$ cat src/rtl/lfsd_pkg.sv
// Types, constants and helpers shared by the deframer modules
`default_nettype none

package lfsd_pkg;

	localparam int CHECK_BYTES_DEF = 2;
	localparam int QUEUE_DEPTH_DEF = 4;

	localparam int BYTE_W = 8;
	localparam int SUM_W  = 16;
	localparam int CFG_W  = 16;
	localparam int IDX_W  = 2;
	localparam int OUT_W  = 40;

	localparam logic [15:0] HEADER_RST  = 16'h5AA5;
	localparam logic [7:0]  TRAILER_RST = 8'h7E;
	localparam logic [7:0]  MIN_PAY_RST = 8'd3;

	localparam int NUM_TYPES = 6;
	localparam logic [7:0] KNOWN_TYPES [NUM_TYPES] = '{
		8'h41, 8'h51, 8'h61, 8'h70, 8'h81, 8'h90
	};

	typedef enum logic [IDX_W-1:0] {
		CFG_HEADER  = 2'd0,
		CFG_TRAILER = 2'd1,
		CFG_MIN_PAY = 2'd2
	} cfg_idx_t;

	typedef enum logic [2:0] {
		PH_HUNT1   = 3'd0,
		PH_HUNT2   = 3'd1,
		PH_LEN     = 3'd2,
		PH_PAYLOAD = 3'd3,
		PH_CHECK   = 3'd4,
		PH_TRAILER = 3'd5
	} phase_t;

	typedef enum logic [1:0] {
		ST_OK          = 2'd0,
		ST_BAD_TRAILER = 2'd1,
		ST_BAD_SUM     = 2'd2,
		ST_SHORT       = 2'd3
	} frm_status_t;

	// one finished frame, front to back
	typedef struct packed {
		logic              bad_trailer;
		logic [BYTE_W-1:0] len;
		logic [BYTE_W-1:0] ftype;
		logic [SUM_W-1:0]  sum;
		logic [SUM_W-1:0]  rx_sum;
	} frm_rec_t;

	typedef struct packed {
		logic       known;
		logic [2:0] idx;
	} type_info_t;

	function automatic type_info_t type_lookup(input logic [BYTE_W-1:0] t);
		type_info_t r;
		r = '0;
		for (int i = 0; i < NUM_TYPES; i++) begin
			if (t == KNOWN_TYPES[i]) begin
				r.known = 1'b1;
				r.idx   = 3'(i);
			end
		end
		return r;
	endfunction

endpackage

`default_nettype wire

$ cat src/rtl/lfsd_front.sv
// Front end: byte-level frame parser, pushes one record per trailer
`default_nettype none

module lfsd_front #(
	parameter int CHECK_BYTES = lfsd_pkg::CHECK_BYTES_DEF
) (
	input  wire logic                      clk,
	input  wire logic                      arst_n,
	input  wire logic                      in_acc,
	input  wire logic [7:0]                in_byte,
	input  wire logic [15:0]               header_word,
	input  wire logic [7:0]                trailer_byte,
	output      logic                      push,
	output      lfsd_pkg::frm_rec_t        rec
);

	lfsd_pkg::phase_t phase_q, phase_d;
	logic [7:0]  len_q, len_d;
	logic [7:0]  left_q, left_d;
	logic [15:0] sum_q, sum_d;
	logic [15:0] rx_q, rx_d;
	logic [7:0]  type_q, type_d;
	logic [7:0]  left_m1;

	assign left_m1 = left_q - 8'd1;

	always_ff @(posedge clk or negedge arst_n) begin
		if (!arst_n) begin
			phase_q <= lfsd_pkg::PH_HUNT1;
		end else begin
			phase_q <= phase_d;
		end
	end

	always_ff @(posedge clk or negedge arst_n) begin
		if (!arst_n) begin
			len_q  <= '0;
			left_q <= '0;
			sum_q  <= '0;
			rx_q   <= '0;
			type_q <= '0;
		end else begin
			len_q  <= len_d;
			left_q <= left_d;
			sum_q  <= sum_d;
			rx_q   <= rx_d;
			type_q <= type_d;
		end
	end

	always_comb begin
		phase_d = phase_q;
		len_d   = len_q;
		left_d  = left_q;
		sum_d   = sum_q;
		rx_d    = rx_q;
		type_d  = type_q;
		push    = 1'b0;
		rec.bad_trailer = (in_byte != trailer_byte);
		rec.len         = len_q;
		rec.ftype       = type_q;
		rec.sum         = sum_q;
		rec.rx_sum      = rx_q;
		if (in_acc) begin
			unique case (phase_q)
				lfsd_pkg::PH_HUNT2: begin
					if (in_byte == header_word[7:0]) begin
						phase_d = lfsd_pkg::PH_LEN;
					end else if (in_byte == header_word[15:8]) begin
						phase_d = lfsd_pkg::PH_HUNT2;
					end else begin
						phase_d = lfsd_pkg::PH_HUNT1;
					end
				end
				lfsd_pkg::PH_LEN: begin
					len_d  = in_byte;
					left_d = in_byte;
					sum_d  = '0;
					type_d = '0;
					if (in_byte == 8'd0) begin
						phase_d = lfsd_pkg::PH_CHECK;
						left_d  = 8'(CHECK_BYTES);
						rx_d    = '0;
					end else begin
						phase_d = lfsd_pkg::PH_PAYLOAD;
					end
				end
				lfsd_pkg::PH_PAYLOAD: begin
					if (left_q == len_q) begin
						type_d = in_byte;
					end
					sum_d  = sum_q + {8'd0, in_byte};
					left_d = left_m1;
					if (left_m1 == 8'd0) begin
						phase_d = lfsd_pkg::PH_CHECK;
						left_d  = 8'(CHECK_BYTES);
						rx_d    = '0;
					end
				end
				lfsd_pkg::PH_CHECK: begin
					rx_d   = {rx_q[7:0], in_byte};
					left_d = left_m1;
					if (left_m1 == 8'd0) begin
						phase_d = lfsd_pkg::PH_TRAILER;
					end
				end
				lfsd_pkg::PH_TRAILER: begin
					push    = 1'b1;
					phase_d = lfsd_pkg::PH_HUNT1;
					left_d  = '0;
				end
				default: begin
					if (in_byte == header_word[15:8]) begin
						phase_d = lfsd_pkg::PH_HUNT2;
					end else begin
						phase_d = lfsd_pkg::PH_HUNT1;
					end
				end
			endcase
		end
	end

endmodule

`default_nettype wire

$ cat src/rtl/lfsd_queue.sv
// Short record queue between parser and result stage
`default_nettype none

module lfsd_queue #(
	parameter int DEPTH = lfsd_pkg::QUEUE_DEPTH_DEF
) (
	input  wire logic               clk,
	input  wire logic               arst_n,
	input  wire logic               push,
	input  wire lfsd_pkg::frm_rec_t push_rec,
	input  wire logic               pop,
	output      logic               full,
	output      logic               head_valid,
	output      lfsd_pkg::frm_rec_t head
);

	localparam int PW = (DEPTH > 1) ? $clog2(DEPTH) : 1;
	localparam int CW = $clog2(DEPTH + 1);

	lfsd_pkg::frm_rec_t mem_q [DEPTH];
	logic [PW-1:0] wr_q, rd_q;
	logic [CW-1:0] cnt_q;
	logic          push_ok, pop_ok;

	assign full       = (cnt_q == CW'(DEPTH));
	assign head_valid = (cnt_q != '0);
	assign head       = mem_q[rd_q];
	assign push_ok    = push && !full;
	assign pop_ok     = pop && head_valid;

	always_ff @(posedge clk or negedge arst_n) begin
		if (!arst_n) begin
			wr_q  <= '0;
			rd_q  <= '0;
			cnt_q <= '0;
		end else begin
			if (push_ok) begin
				wr_q <= (wr_q == PW'(DEPTH - 1)) ? '0 : wr_q + 1'b1;
			end
			if (pop_ok) begin
				rd_q <= (rd_q == PW'(DEPTH - 1)) ? '0 : rd_q + 1'b1;
			end
			if (push_ok && !pop_ok) begin
				cnt_q <= cnt_q + 1'b1;
			end else if (pop_ok && !push_ok) begin
				cnt_q <= cnt_q - 1'b1;
			end
		end
	end

	always_ff @(posedge clk) begin
		if (push_ok) begin
			mem_q[wr_q] <= push_rec;
		end
	end

endmodule

`default_nettype wire

$ cat src/rtl/lfsd_back.sv
// Back end: frame status, type decode and output register
`default_nettype none

module lfsd_back (
	input  wire logic                        clk,
	input  wire logic                        arst_n,
	input  wire logic                        q_valid,
	input  wire lfsd_pkg::frm_rec_t          q_head,
	input  wire logic [7:0]                  min_payload,
	output      logic                        q_pop,
	output      logic                        m_tvalid,
	input  wire logic                        m_tready,
	output      logic [lfsd_pkg::OUT_W-1:0]  m_tdata
);

	logic                       valid_q;
	logic [lfsd_pkg::OUT_W-1:0] data_q;
	lfsd_pkg::frm_status_t      status;
	lfsd_pkg::type_info_t       tinfo;

	assign q_pop    = q_valid && (!valid_q || m_tready);
	assign m_tvalid = valid_q;
	assign m_tdata  = data_q;
	assign tinfo    = lfsd_pkg::type_lookup(q_head.ftype);

	always_comb begin
		priority if (q_head.bad_trailer) begin
			status = lfsd_pkg::ST_BAD_TRAILER;
		end else if (q_head.len < min_payload) begin
			status = lfsd_pkg::ST_SHORT;
		end else if (q_head.rx_sum != q_head.sum) begin
			status = lfsd_pkg::ST_BAD_SUM;
		end else begin
			status = lfsd_pkg::ST_OK;
		end
	end

	always_ff @(posedge clk or negedge arst_n) begin
		if (!arst_n) begin
			valid_q <= 1'b0;
		end else if (q_pop) begin
			valid_q <= 1'b1;
		end else if (m_tready) begin
			valid_q <= 1'b0;
		end
	end

	always_ff @(posedge clk) begin
		if (q_pop) begin
			data_q <= {2'b00, q_head.sum, q_head.len, tinfo.known, tinfo.idx,
				q_head.ftype, status};
		end
	end

endmodule

`default_nettype wire

$ cat src/rtl/length_framed_sum_checked_deframer_top.sv
// A record is queued, then held in the output register, before it is offered.
// Throughput: one input byte per cycle; results drain one per cycle unless stalled.
// s_tready drops only while the record queue (QUEUE_DEPTH entries) is full.
// Reset: asynchronous, active low; parser to header hunt, queue and output emptied,
// registers to 5AA5h / 7Eh / 3. No clearing pass.
`default_nettype none

module length_framed_sum_checked_deframer_top #(
	parameter int CHECK_BYTES = lfsd_pkg::CHECK_BYTES_DEF,
	parameter int QUEUE_DEPTH = lfsd_pkg::QUEUE_DEPTH_DEF
) (
	input  wire logic                        clk,
	input  wire logic                        arst_n,
	input  wire logic                        s_tvalid,
	output      logic                        s_tready,
	input  wire logic [7:0]                  s_tdata,   // [7:0] in_byte
	output      logic                        m_tvalid,
	input  wire logic                        m_tready,
	// [1:0] frame_status, [9:2] frame_type, [12:10] type_index, [13] type_known,
	// [21:14] payload_len, [37:22] sum_computed, [39:38] zero
	output      logic [lfsd_pkg::OUT_W-1:0]  m_tdata,
	input  wire logic                        cfg_valid,
	output      logic                        cfg_ready,
	input  wire logic [lfsd_pkg::IDX_W-1:0]  cfg_index,
	input  wire logic [lfsd_pkg::CFG_W-1:0]  cfg_data
);

	logic [15:0]        header_q;
	logic [7:0]         trailer_q;
	logic [7:0]         min_pay_q;
	logic               in_acc;
	logic               push;
	logic               q_full;
	logic               q_valid;
	logic               q_pop;
	lfsd_pkg::frm_rec_t push_rec;
	lfsd_pkg::frm_rec_t q_head;

	assign cfg_ready = 1'b1;
	assign s_tready  = !q_full;
	assign in_acc    = s_tvalid && s_tready;

	always_ff @(posedge clk or negedge arst_n) begin
		if (!arst_n) begin
			header_q  <= lfsd_pkg::HEADER_RST;
			trailer_q <= lfsd_pkg::TRAILER_RST;
			min_pay_q <= lfsd_pkg::MIN_PAY_RST;
		end else if (cfg_valid && cfg_ready) begin
			unique case (cfg_index)
				lfsd_pkg::CFG_HEADER:  header_q  <= cfg_data;
				lfsd_pkg::CFG_TRAILER: trailer_q <= cfg_data[7:0];
				lfsd_pkg::CFG_MIN_PAY: min_pay_q <= cfg_data[7:0];
				default: ;
			endcase
		end
	end

	lfsd_front #(
		.CHECK_BYTES(CHECK_BYTES)
	) u_front (
		.clk          (clk),
		.arst_n       (arst_n),
		.in_acc       (in_acc),
		.in_byte      (s_tdata),
		.header_word  (header_q),
		.trailer_byte (trailer_q),
		.push         (push),
		.rec          (push_rec)
	);

	lfsd_queue #(
		.DEPTH(QUEUE_DEPTH)
	) u_queue (
		.clk        (clk),
		.arst_n     (arst_n),
		.push       (push),
		.push_rec   (push_rec),
		.pop        (q_pop),
		.full       (q_full),
		.head_valid (q_valid),
		.head       (q_head)
	);

	lfsd_back u_back (
		.clk         (clk),
		.arst_n      (arst_n),
		.q_valid     (q_valid),
		.q_head      (q_head),
		.min_payload (min_pay_q),
		.q_pop       (q_pop),
		.m_tvalid    (m_tvalid),
		.m_tready    (m_tready),
		.m_tdata     (m_tdata)
	);

endmodule

`default_nettype wire

$ cat config.mk
export PLATFORM = sky130hd
export DESIGN_NAME = length_framed_sum_checked_deframer_top
export DESIGN_NICKNAME = d
export VERILOG_FILES = /design/src/rtl/lfsd_pkg.sv /design/src/rtl/lfsd_front.sv /design/src/rtl/lfsd_queue.sv /design/src/rtl/lfsd_back.sv /design/src/rtl/length_framed_sum_checked_deframer_top.sv
export SDC_FILE = /design/constraint.sdc
export NUM_CORES = 1
export LEC_CHECK = 0
export ABC_CLOCK_PERIOD_IN_PS = 4200
export BUFFER_PORTS_ARGS = -buffer_cell sky130_fd_sc_hd__clkbuf_2
export CAP_MARGIN = 20
export CORE_ASPECT_RATIO = 1.4
export CORE_MARGIN = 2
export CORE_UTILIZATION = 36
export CTS_CLUSTER_SIZE = 10
export DETAILED_ROUTE_END_ITERATION = 7
export HOLD_SLACK_MARGIN = 0.12
export MAX_ROUTING_LAYER = met4
export SETUP_SLACK_MARGIN = 0.4
export SYNTH_ARGS = -nofsm -noshare
export SYNTH_HDL_FRONTEND = slang
export SYNTH_SLANG_ARGS = --single-unit
$ cat constraint.sdc
create_clock -name clk -period 4.2 [get_ports clk]
set_input_delay 1.26 -clock clk [delete_from_list [all_inputs] [get_ports clk]]
set_output_delay 1.26 -clock clk [all_outputs]
set_load 0.02 [all_outputs]
==> results.tsv, run 1 <==
stage	metric	value	unit
clock_network	TritonCTS clock tree	done	
layout	number of antenna diodes	0	
worst_setup_path	Arrival @ worst endpoint	3.59	ns
floorplanning	Core ar.	37700	um^2
worst_setup_path	crit path capture type	register	
power	Pwr Density	678	nW/um^2
timing	RSZ-0062 raised after global routing	no	
power	Comb pwr share	0.270	
worst_setup_path	Critical Path End	u_front.sum_q[8]	
synthesis	Post-synth EDFFs	234	
clock_network	H-tree lvl count	2	
floorplanning	Die Ht	236	um
synthesis	Synth area leader	edfxtp_1	
placement	global placement routability congestion	0.846	
timing	post-layout minimum cycle time	3.20	ns
timing	highest clock rate	312	MHz
flow_run	total of max-cap violations	0	
worst_setup_path	Buf/Inv on CP	1	
clock_network	CTS clk-pin slew, worst paths	0.05	ns
floorplanning	Rows	84	
detailed_routing	Vias	7386	
synthesis	top_reg_cell synth	edfxtp_1	
clock_network	clk buf depth	3	
worst_setup_path	r2r endpoint	u_back.m_tdata[1]	
clock_network	number of setup buffers added after CTS	0	
synthesis	share of the synthesized area in the top cell type	0.509	
power	Leak	5.97	nW
synthesis	synth top area cells	edfxtp_1, dfrtp_1, mux4_2	
power	switching component of the power	0.00343	W
synthesis	Post-Synthesis Cells	831	
clock_network	TritonCTS Buffers	39	
synthesis	Async SR Flop Fraction	0.297	
worst_setup_path	reg2reg start	u_queue.rd_q[0]	
worst_setup_path	Crit Path Max Fanout	8	
hold_path	worst min path class	register to register	
worst_setup_path	slowest stage cell, crit path	a2111oi_2	
power	Worst IR Drop VDD	0.420	mV
synthesis	YS warnings	0	
detailed_routing	DRT iter0 DRCs	505	
worst_setup_path	WP depth	9	
run_status	status	finished, final reports clean	
power	Int Pwr	0.00738	W
clock_network	post_cts resized	0	
layout	Non-Filler Instances	1427	
worst_setup_path	flop2flop setup slack	1.22	ns
floorplanning	full die area	39900	um^2
timing	Max Slew Vio Count	0	
synthesis	#FFs+latches synth	333	
detailed_routing	DR WL/cell	20.1	um
clock_network	Worst-Skew Late Latency	0.53	ns
timing	Slew headroom	0.431	
worst_setup_path	critical path's top delay family	compound AO/OA/AOI/OAI gates	
power	power share of the sequential group	0.450	
power	clock power share	0.280	
timing	endpoints failing setup	0	
worst_setup_path	R2R cell count	8	
global_route	vias in the first global route	7739	
placement	PortBufs	70	
clock_network	CTS sink cnt	333	
synthesis	Post-Syn Area per Cell	16.6	um^2
timing	Layout Skew	0.0160	ns
detailed_routing	post-detailed-route DRC marker count	0	
synthesis	distinct cell type count after synthesis	68	
timing	worst-margin pin slew	0.847	ns
synthesis	Cell Area, Synth	13800	um^2
clock_network	CTS Root Cell	clkbuf_16	
detailed_routing	via/cell ratio	5.18	
worst_setup_path	Crit path largest cell delay	0.73	ns
timing	setup TNS	0	ns
timing	final worst path period share	0.762	
global_route	GRT Total Usage	0.152	
synthesis	Seq/Total Area, Yosys	0.690	
worst_setup_path	Crit Path Class	primary input to register	
detailed_routing	Detailed Route WL	28700	um
floorplanning	# IOs	74	
worst_setup_path	Worst EP required	4.59	ns
global_route	grt ovf	0	
global_route	first-pass GRT wire length	44900	um
detailed_routing	1st-pass router iterations	5	
timing	Final Hold Fails	0	
worst_setup_path	Startpoint Class	primary input	
layout	Layout Nets	979	
placement	hpwl dp	18300	um
layout	Layout area overhead	15.5	%
floorplanning	Initial Util	0.366	
worst_setup_path	critical path launch point	s_tdata[0]	
layout	layout cell share with drive strength beyond 1	0.263	
worst_setup_path	worst path cell trace	clkbuf_2, ha_1, fa_1, a21o_1, a21oi_1, o21bai_1, a2111oi_2, or2_2, o221ai_1	
detailed_routing	post-route ant nets	0	
power	Net Sw Frac	0.317	
clock_network	hold_buf cts	0	
global_route	initial antenna violation count	0	
floorplanning	Die X	169	um
global_route	largest net degree at the start of global routing	52	
placement	placed cell count	1355	
-- metrics by stage --
step | hold slack, ns | cell area, um^2 | setup WS (ns) | util | power (W)
global route | 0.534 | 15900 | 0.821 | 0.422 | 0.0114
floorplan | 0.457 | 13800 | 0.548 | - | 0.00695
CTS | 0.491 | 15900 | 1.01 | 0.422 | 0.0110
finish | 0.487 | 15900 | 0.999 | 0.422 | 0.0108
global placement | 0.472 | 14800 | 0.486 | 0.392 | 0.00785
detailed placement | 0.476 | 14800 | 0.456 | 0.392 | 0.00790
-- worst min path at each step --
| stage | startpoint | to | slack, ns | depth (start not counted) |
|---|---|---|---|---|
| floorplan | u_queue.cnt_q[2] | u_queue.cnt_q[2] | 0.46 | 1 |
| detailed placement | u_queue.cnt_q[2] | u_queue.cnt_q[2] | 0.48 | 1 |
| CTS | u_queue.cnt_q[2] | u_queue.cnt_q[2] | 0.49 | 1 |
| finish | u_queue.cnt_q[2] | u_queue.cnt_q[2] | 0.49 | 1 |
| global route | min_pay_q[7] | min_pay_q[7] | 0.53 | 1 |
| global placement | u_queue.cnt_q[2] | u_queue.cnt_q[2] | 0.47 | 1 |
-- synthesized netlist by cell type, types with 7 or more instances --
master and number:
edfxtp_1 234, o21ai_0 25, nor2_1 30, dfstp_2 16, clkbuf_1 19, mux2_2 36
and3_1 7, dfrtp_1 83, xnor2_1 28, ha_1 23, xor2_1 33, mux4_2 49
nor4_1 10, inv_1 21, a21oi_1 15, a22o_1 28, nand2_1 50
-- layer usage --
metal | global-route usage | routed length, um
met2 | 0.260 | 15100
met1 | 0.178 | 11600
met4 | 0.0624 | 1020
met5 | - | 0
met3 | 0.0224 | 947
-- cell families (layout without fill, tap and decap cells) --
kind of cell / Yosys count / in the layout / synth area share
multiplexers: 86 / 86 / 0.110
other: 2 / 3 / 0.000544
buffers and inverters: 56 / 178 / 0.0185
flip-flops: 333 / 333 / 0.690
AND/OR/NAND/NOR: 152 / 152 / 0.0571
adder cells (fa/ha/maj): 25 / 25 / 0.0238
XOR/XNOR: 61 / 61 / 0.0387
AO/OA/AOI/OAI: 116 / 116 / 0.0609
-- worst reg2reg max path: cells and delay by family, from the launching register on --
kind	cells	cell delay, ns
compound gates	5	1.15
simple gates	1	0.15
flops	1	0.65
fa+ha+maj	1	0.30
mux	1	0.59
-- power groups by stage --
stage	Sequential, W	Combinational [W]	Clock (W)
2_1_floorplan	0.00484	0.00211	0
3_3_place_gp	0.00492	0.00293	0
3_5_place_dp	0.00494	0.00296	0
4_1_cts	0.00488	0.00297	0.00311
5_1_grt	0.00495	0.00321	0.00324
6_report	0.00486	0.00291	0.00303
-- final cells by class --
class / count / area [um^2]
inverter: 21 / 78.8
clock inverter: 3 / 32.5
sequential: 333 / 9530
multi-input combinational: 443 / 4040
tap: 473 / 592
timing repair buffer: 85 / 553
fill: 3355 / 21800
clock buffer: 69 / 1110
-- flip-flops by register name, summed over array words and instances, names as in the netlist --
signal / cells
u_front.len_q: 8
u_queue.mem_q: 196
u_queue.cnt_q: 3
trailer_q: 8
u_back.m_tvalid: 1
u_front.phase_q: 3
header_q: 16
u_front.left_q: 8
u_back.m_tdata: 38
u_queue.wr_q: 2
min_pay_q: 8
u_front.type_q: 8
u_front.sum_q: 16
u_front.rx_q: 16
u_queue.rd_q: 2
-- cells in the final DEF, fill, tap and decap left out, types with 4 or more instances in the layout --
cell type,netlist,layout
or4_1,6,6
nand3_1,6,6
and3_1,7,7
xor2_1,33,33
o31ai_1,5,5
nand2_1,50,50
dfstp_2,16,16
dfrtp_1,83,81
mux2_2,36,36
inv_1,21,21
a21oi_1,15,14
nor3_1,5,5
o21ai_0,25,25
mux4_2,49,49
clkbuf_1,19,29
nand4_1,6,6
nor4_1,10,10
clkbuf_16,0,40
ha_1,23,23
buf_4,4,9
and2_2,1,5
a22o_1,28,28
nor2_1,30,30
clkbuf_2,1,69
xnor2_1,28,28
edfxtp_1,234,234
a31oi_1,4,4
a21o_1,6,6
o21bai_1,4,4
buf_12,0,7
Power figures use the tool's default switching activity.
==> run 2, diff against run 1 <==
ABC_CLOCK_PERIOD_IN_PS = 3000   (was 4200)
clock period = 3 ns   (was 4.2 ns; I/O delays follow)
==> run 2 against run 1 <==
- combinational power rose by 60%
- sequential power increased by 38%
- design area grew 2.3%
- sequential share of layout area is 1.4 points lower
- clock skew down 0.0017 ns
- die area unchanged
- setup slack got worse by 0.53 ns
- non-clock buffer count rose by 23
- clock-buffer cell count rose by 1
- critical path depth shrank 2
- wire length up 3.6%
- global-route usage up 0.60 points
==> results.tsv, run 2 (synthesis results as in run 1) <==
stage	metric	value	unit
worst_setup_path	Startpoint Class	register	
layout	Biggest register	u_queue.mem_q	
detailed_routing	1st-pass router iterations	5	
timing	highest clock rate	396	MHz
clock_network	TritonCTS clock tree	done	
timing	setup TNS	0	ns
timing	final worst path period share	0.843	
detailed_routing	via/cell ratio	5.17	
global_route	largest net degree at the start of global routing	60	
layout	number of flip-flops in the largest register	196	
layout	most frequent cells in the layout	edfxtp_1, dfrtp_1, clkbuf_2	
timing	Max Slew Vio Count	0	
timing	RSZ-0062 raised after global routing	yes	
timing	Layout Skew	0.0143	ns
global_route	first-pass GRT wire length	46200	um
placement	Post-Place Setup Slack	0.0545	ns
clock_network	clk buf depth	3	
worst_setup_path	Crit Path Max Fanout	6	
worst_setup_path	R2R cell count	7	
layout	number of antenna diodes	0	
timing	post-layout minimum cycle time	2.53	ns
timing	final worst slack	0.472	ns
timing	endpoints failing setup	0	
worst_setup_path	Worst EP required	3.28	ns
worst_setup_path	Crit path largest cell delay	0.56	ns
placement	PortBufs	70	
worst_setup_path	slowest stage cell, crit path	mux4_2	
worst_setup_path	reg2reg start	u_queue.rd_q[0]	
power	total power	0.0157	W
clock_network	hold_buf cts	0	
power	Leak	6.13	nW
layout	Layout Nets	1003	
worst_setup_path	r2r endpoint	u_back.m_tdata[0]	
floorplanning	# IOs	74	
placement	hpwl dp	18700	um
floorplanning	Rows	84	
detailed_routing	Detailed Route WL	29700	um
floorplanning	Die X	169	um
global_route	met2 usage	0.266	
detailed_routing	Vias	7495	
placement	placed cell count	1371	
detailed_routing	DR WL/cell	20.5	um
hold_path	worst min path class	primary input to async pin	
layout	Layout area overhead	18.2	%
power	Pwr Density	961	nW/um^2
worst_setup_path	Crit Path Class	register to register	
layout	commonest non-fill, non-tap cell in the layout	edfxtp_1	
global_route	M3 GR Usage	0.0287	
timing	worst-margin pin slew	0.733	ns
power	Worst IR Drop VDD	0.406	mV
timing	Final Hold Fails	0	
run_status	status	finished, final reports clean	
global_route	GRT Total Usage	0.158	
worst_setup_path	crit path capture type	register	
global_route	vias in the first global route	7753	
floorplanning	full die area	39900	um^2
flow_run	total of max-cap violations	0	
global_route	initial antenna violation count	0	
detailed_routing	post-detailed-route DRC marker count	0	
timing	Slew headroom	0.509	
detailed_routing	post-route ant nets	0	
floorplanning	Initial Util	0.366	
global_route	GR Util met1	0.192	
floorplanning	Core ar.	37700	um^2
clock_network	CTS sink cnt	333	
clock_network	CTS clk-pin slew, worst paths	0.06	ns
floorplanning	Die Ht	236	um
layout	layout cell share with drive strength beyond 1	0.299	
timing	Min Hold Slack	0.233	ns
detailed_routing	DRT iter0 DRCs	451	
clock_network	TritonCTS Buffers	39	
global_route	grt ovf	0	
worst_setup_path	flop2flop setup slack	0.47	ns
global_route	gr busiest metal	met2	
placement	global placement routability congestion	0.835	
worst_setup_path	Arrival @ worst endpoint	2.81	ns
clock_network	Worst-Skew Late Latency	0.53	ns
clock_network	H-tree lvl count	2	
worst_setup_path	worst path cell trace	buf_8, mux4_2, ha_1, o21ai_0, o21bai_1, a31oi_4, or2_2	
layout	Non-Filler Instances	1451	
clock_network	CTS Root Cell	clkbuf_16	
worst_setup_path	critical path launch point	u_queue.rd_q[0]	
==> run 2: area by class of cell <==
cell class                      instances  area (um^2)
Clock buffer                           70         1130
Clock inverter                          2         25.0
Fill cell                            3352        21400
Inverter                               21         78.8
Multi-Input combinational cell        444         4190
Sequential cell                       333         9530
Tap cell                              473          592
Timing Repair Buffer                  108          761
==> run 2: per-layer routing <==
metal	vias to the layer above	share of wire
met5	-	0
met4	0	0.024
met3	51	0.047
met2	177	0.52
met1	3831	0.41
li1	3436	-
==> run 2: what timing repair did <==
action                                  in CTS  in global routing
gates cloned                                 2                  0
gates resized for setup                     10                 11
pin swaps                                    2                  7
endpoints found under the setup margin       7                 19
setup buffers                                5                  1
==> run 2: power breakdown <==
part           total, W  switching [W]  internal (W)
registers       0.00673       0.000735       0.00599
clock network   0.00430        0.00175       0.00255
logic           0.00465        0.00252       0.00213
total            0.0157        0.00500        0.0107
==> run 2: per-stage QoR <==
stage / instance area [um^2] / util
floorplan: 13900 / -
global placement: 15000 / 0.396
detailed placement: 15000 / 0.396
CTS: 16200 / 0.430
global route: 16300 / 0.432
finish: 16300 / 0.432
==> run 2: worst max-delay path, delay by kind of cell (launching register included) <==
family / cells / cell delay, ns
buf+inv: 1 / 0.17
flops: 1 / 0.49
simple gates: 1 / 0.31
mux: 1 / 0.56
compound gates: 3 / 0.45
fa+ha+maj: 1 / 0.30
==> run 2: worst max-delay path by stage <==
stage	depth (start not counted)	slack, ns	end
floorplan	7	0.14	u_queue.cnt_q[1]
global placement	9	0.07	u_front.sum_q[8]
detailed placement	9	0.05	u_front.sum_q[8]
CTS	7	0.40	u_back.m_tdata[1]
global route	8	0.34	u_back.m_tdata[1]
finish	7	0.47	u_back.m_tdata[0]
==> run 3, diff against run 2 <==
ABC_CLOCK_PERIOD_IN_PS = 2310   (was 3000)
clock period = 2.31 ns   (was 3 ns; I/O delays follow)
==> run 3 against run 2 <==
- global-route usage increased by 0.30 points
- hold slack improved by 0.15 ns
- the flow now finishes with violations (setup timing)
- sequential power increased by 29%
- total power increased by 38%
- core utilization increased by 3.3 points
- via count increased by 5.1%
- largest power group unchanged
- first-iteration DRC count increased by 32%
- critical path type unchanged
- sequential share of layout area decreased by 4.1 points
- register-to-register slack got worse by 0.70 ns
- critical path depth unchanged
- final cell count increased by 6.7%
==> results.tsv, run 3 (synthesis results as in run 1) <==
stage	metric	value	unit
layout	commonest non-fill, non-tap cell in the layout	edfxtp_1	
global_route	GRT Total Usage	0.161	
power	Int Pwr	0.0146	W
power	power share of the sequential group	0.403	
layout	most frequent cells in the layout	edfxtp_1, buf_4, dfrtp_1	
floorplanning	Die Ht	236	um
clock_network	TritonCTS Buffers	39	
global_route	grt ovf	0	
run_status	status	finished, violations left	
clock_network	CTS clk-pin slew, worst paths	0.06	ns
layout	number of flip-flops in the largest register	196	
placement	placed cell count	1444	
detailed_routing	1st-pass router iterations	4	
floorplanning	Core ar.	37700	um^2
worst_setup_path	critical path's top delay family	compound AO/OA/AOI/OAI gates	
worst_setup_path	slowest stage cell, crit path	mux4_2	
hold_path	Hold Path Depth	2	
power	switching component of the power	0.00693	W
worst_setup_path	Worst EP required	2.70	ns
worst_setup_path	Crit path largest cell delay	0.54	ns
floorplanning	Die X	169	um
global_route	largest net degree at the start of global routing	62	
layout	Layout area overhead	27.3	%
detailed_routing	post-detailed-route DRC marker count	0	
worst_setup_path	Arrival @ worst endpoint	2.92	ns
power	Pwr Density	1230	nW/um^2
flow_run	total of max-cap violations	0	
floorplanning	# IOs	74	
global_route	initial antenna violation count	0	
worst_setup_path	crit path capture type	register	
timing	Layout Skew	0.0163	ns
timing	endpoints failing setup	10	
placement	global placement routability congestion	0.825	
detailed_routing	DR WL/cell	20.4	um
placement	PortBufs	70	
timing	post-layout minimum cycle time	2.54	ns
timing	worst-margin pin slew	0.757	ns
clock_network	TritonCTS clock tree	done	
detailed_routing	Detailed Route WL	31500	um
power	clock power share	0.257	
worst_setup_path	worst path cell trace	mux4_2, ha_1, and4_1, a221o_1, a31oi_4, nor4_2, a21oi_1	
floorplanning	Initial Util	0.366	
detailed_routing	Vias	7880	
timing	Final Hold Fails	0	
clock_network	H-tree lvl count	2	
detailed_routing	DRT iter0 DRCs	596	
layout	Non-Filler Instances	1548	
floorplanning	full die area	39900	um^2
worst_setup_path	Startpoint Class	register	
layout	Fillers	3239	
layout	number of antenna diodes	0	
worst_setup_path	WP depth	7	
timing	Slew headroom	0.492	
timing	final worst slack	-0.227	ns
clock_network	Worst-Skew Late Latency	0.54	ns
hold_path	worst min path class	primary input to register	
timing	final worst path period share	1.10	
run_status	failing checks	setup timing	
layout	Layout Nets	1100	
placement	hpwl dp	20200	um
clock_network	CTS Root Cell	clkbuf_16	
timing	setup TNS	-0.545	ns
global_route	first-pass GRT wire length	47300	um
power	Net Sw Frac	0.321	
layout	Biggest register	u_queue.mem_q	
worst_setup_path	Crit Path Class	register to register	
power	Comb pwr share	0.340	
clock_network	clk buf depth	3	
timing	RSZ-0062 raised after global routing	yes	
global_route	vias in the first global route	8099	
detailed_routing	via/cell ratio	5.09	
power	Leak	6.70	nW
timing	highest clock rate	394	MHz
worst_setup_path	Crit Path Max Fanout	7	
worst_setup_path	R2R cell count	7	
detailed_routing	post-route ant nets	0	
layout	layout cell share with drive strength beyond 1	0.399	
clock_network	CTS sink cnt	333	
timing	Max Slew Vio Count	0	
worst_setup_path	Buf/Inv on CP	0	
floorplanning	Rows	84	
power	Worst IR Drop VDD	0.526	mV
run 3: cell types whose count changed in the layout (fill, tap and decap cells not counted), moves of 5 or more:
cell     change
a21oi_1      -5
and2_4       +5
buf_4       +69
buf_12       +7
buf_6       +14
o21ai_1      +8
o21ai_0      -8
ha_4         +6
ha_1         -6
run 3: area by class of cell:
type                            instances  area [um^2]  share of cell area
Inverter                               21         91.3             0.00520
Sequential cell                       333         9540               0.543
Clock buffer                           68         1080              0.0618
Timing Repair Buffer                  204         1710              0.0971
Tap cell                              473          592              0.0337
Multi-Input combinational cell        445         4490               0.256
Clock inverter                          4         58.8             0.00335
run 3: timing repair:
| action | in CTS | in global routing |
|---|---|---|
| endpoints found under the setup margin | 242 | 203 |
| pin swaps | 27 | 20 |
| hold buffers | 1 | 0 |
| endpoints found under the hold margin | 6 | 0 |
| resized for setup | 46 | 29 |
| setup buffers | 12 | 8 |
| cloned | 2 | 8 |
run 3: power by group through the flow:
stage | clock network [W] | registers (W) | logic, W
2_1_floorplan | 0 | 0.00882 | 0.00417
3_3_place_gp | 0 | 0.00875 | 0.00652
3_5_place_dp | 0 | 0.00880 | 0.00662
4_1_cts | 0.00567 | 0.00871 | 0.00717
5_1_grt | 0.00594 | 0.00881 | 0.00800
6_report | 0.00554 | 0.00869 | 0.00734
run 3: path summary, 6_finish.rpt:
check	slack [ns]	to	start
setup reg to reg	-0.23	u_back.m_tdata[1]	u_queue.rd_q[0]
min in group asynchronous	0.52	min_pay_q[2]	arst_n
max in group asynchronous	1.14	header_q[9]	arst_n
hold / removal	0.39	header_q[15]	cfg_data[15]
setup / recovery	-0.23	u_back.m_tdata[1]	u_queue.rd_q[0]
hold reg to reg	0.51	min_pay_q[7]	min_pay_q[7]
run 3: layer usage:
layer,global-route usage,vias up,share of wire
li1,-,3639,-
met1,0.192,4043,0.41
met2,0.281,153,0.53
met5,-,-,0
met4,0.0407,0,0.017
met3,0.0277,45,0.040
run 3: through the flow:
stage / setup slack (ns) / utilization / hold slack, ns / instance area [um^2] / total power (W)
6_report: -0.227 / 0.465 / 0.386 / 17600 / 0.0216
4_1_cts: -0.221 / 0.456 / 0.367 / 17200 / 0.0215
3_3_place_gp: -0.360 / 0.417 / 0.491 / 15700 / 0.0153
3_5_place_dp: -0.374 / 0.417 / 0.484 / 15700 / 0.0154
2_1_floorplan: -0.405 / - / 0.397 / 14100 / 0.0130
5_1_grt: -0.348 / 0.465 / 0.370 / 17600 / 0.0228
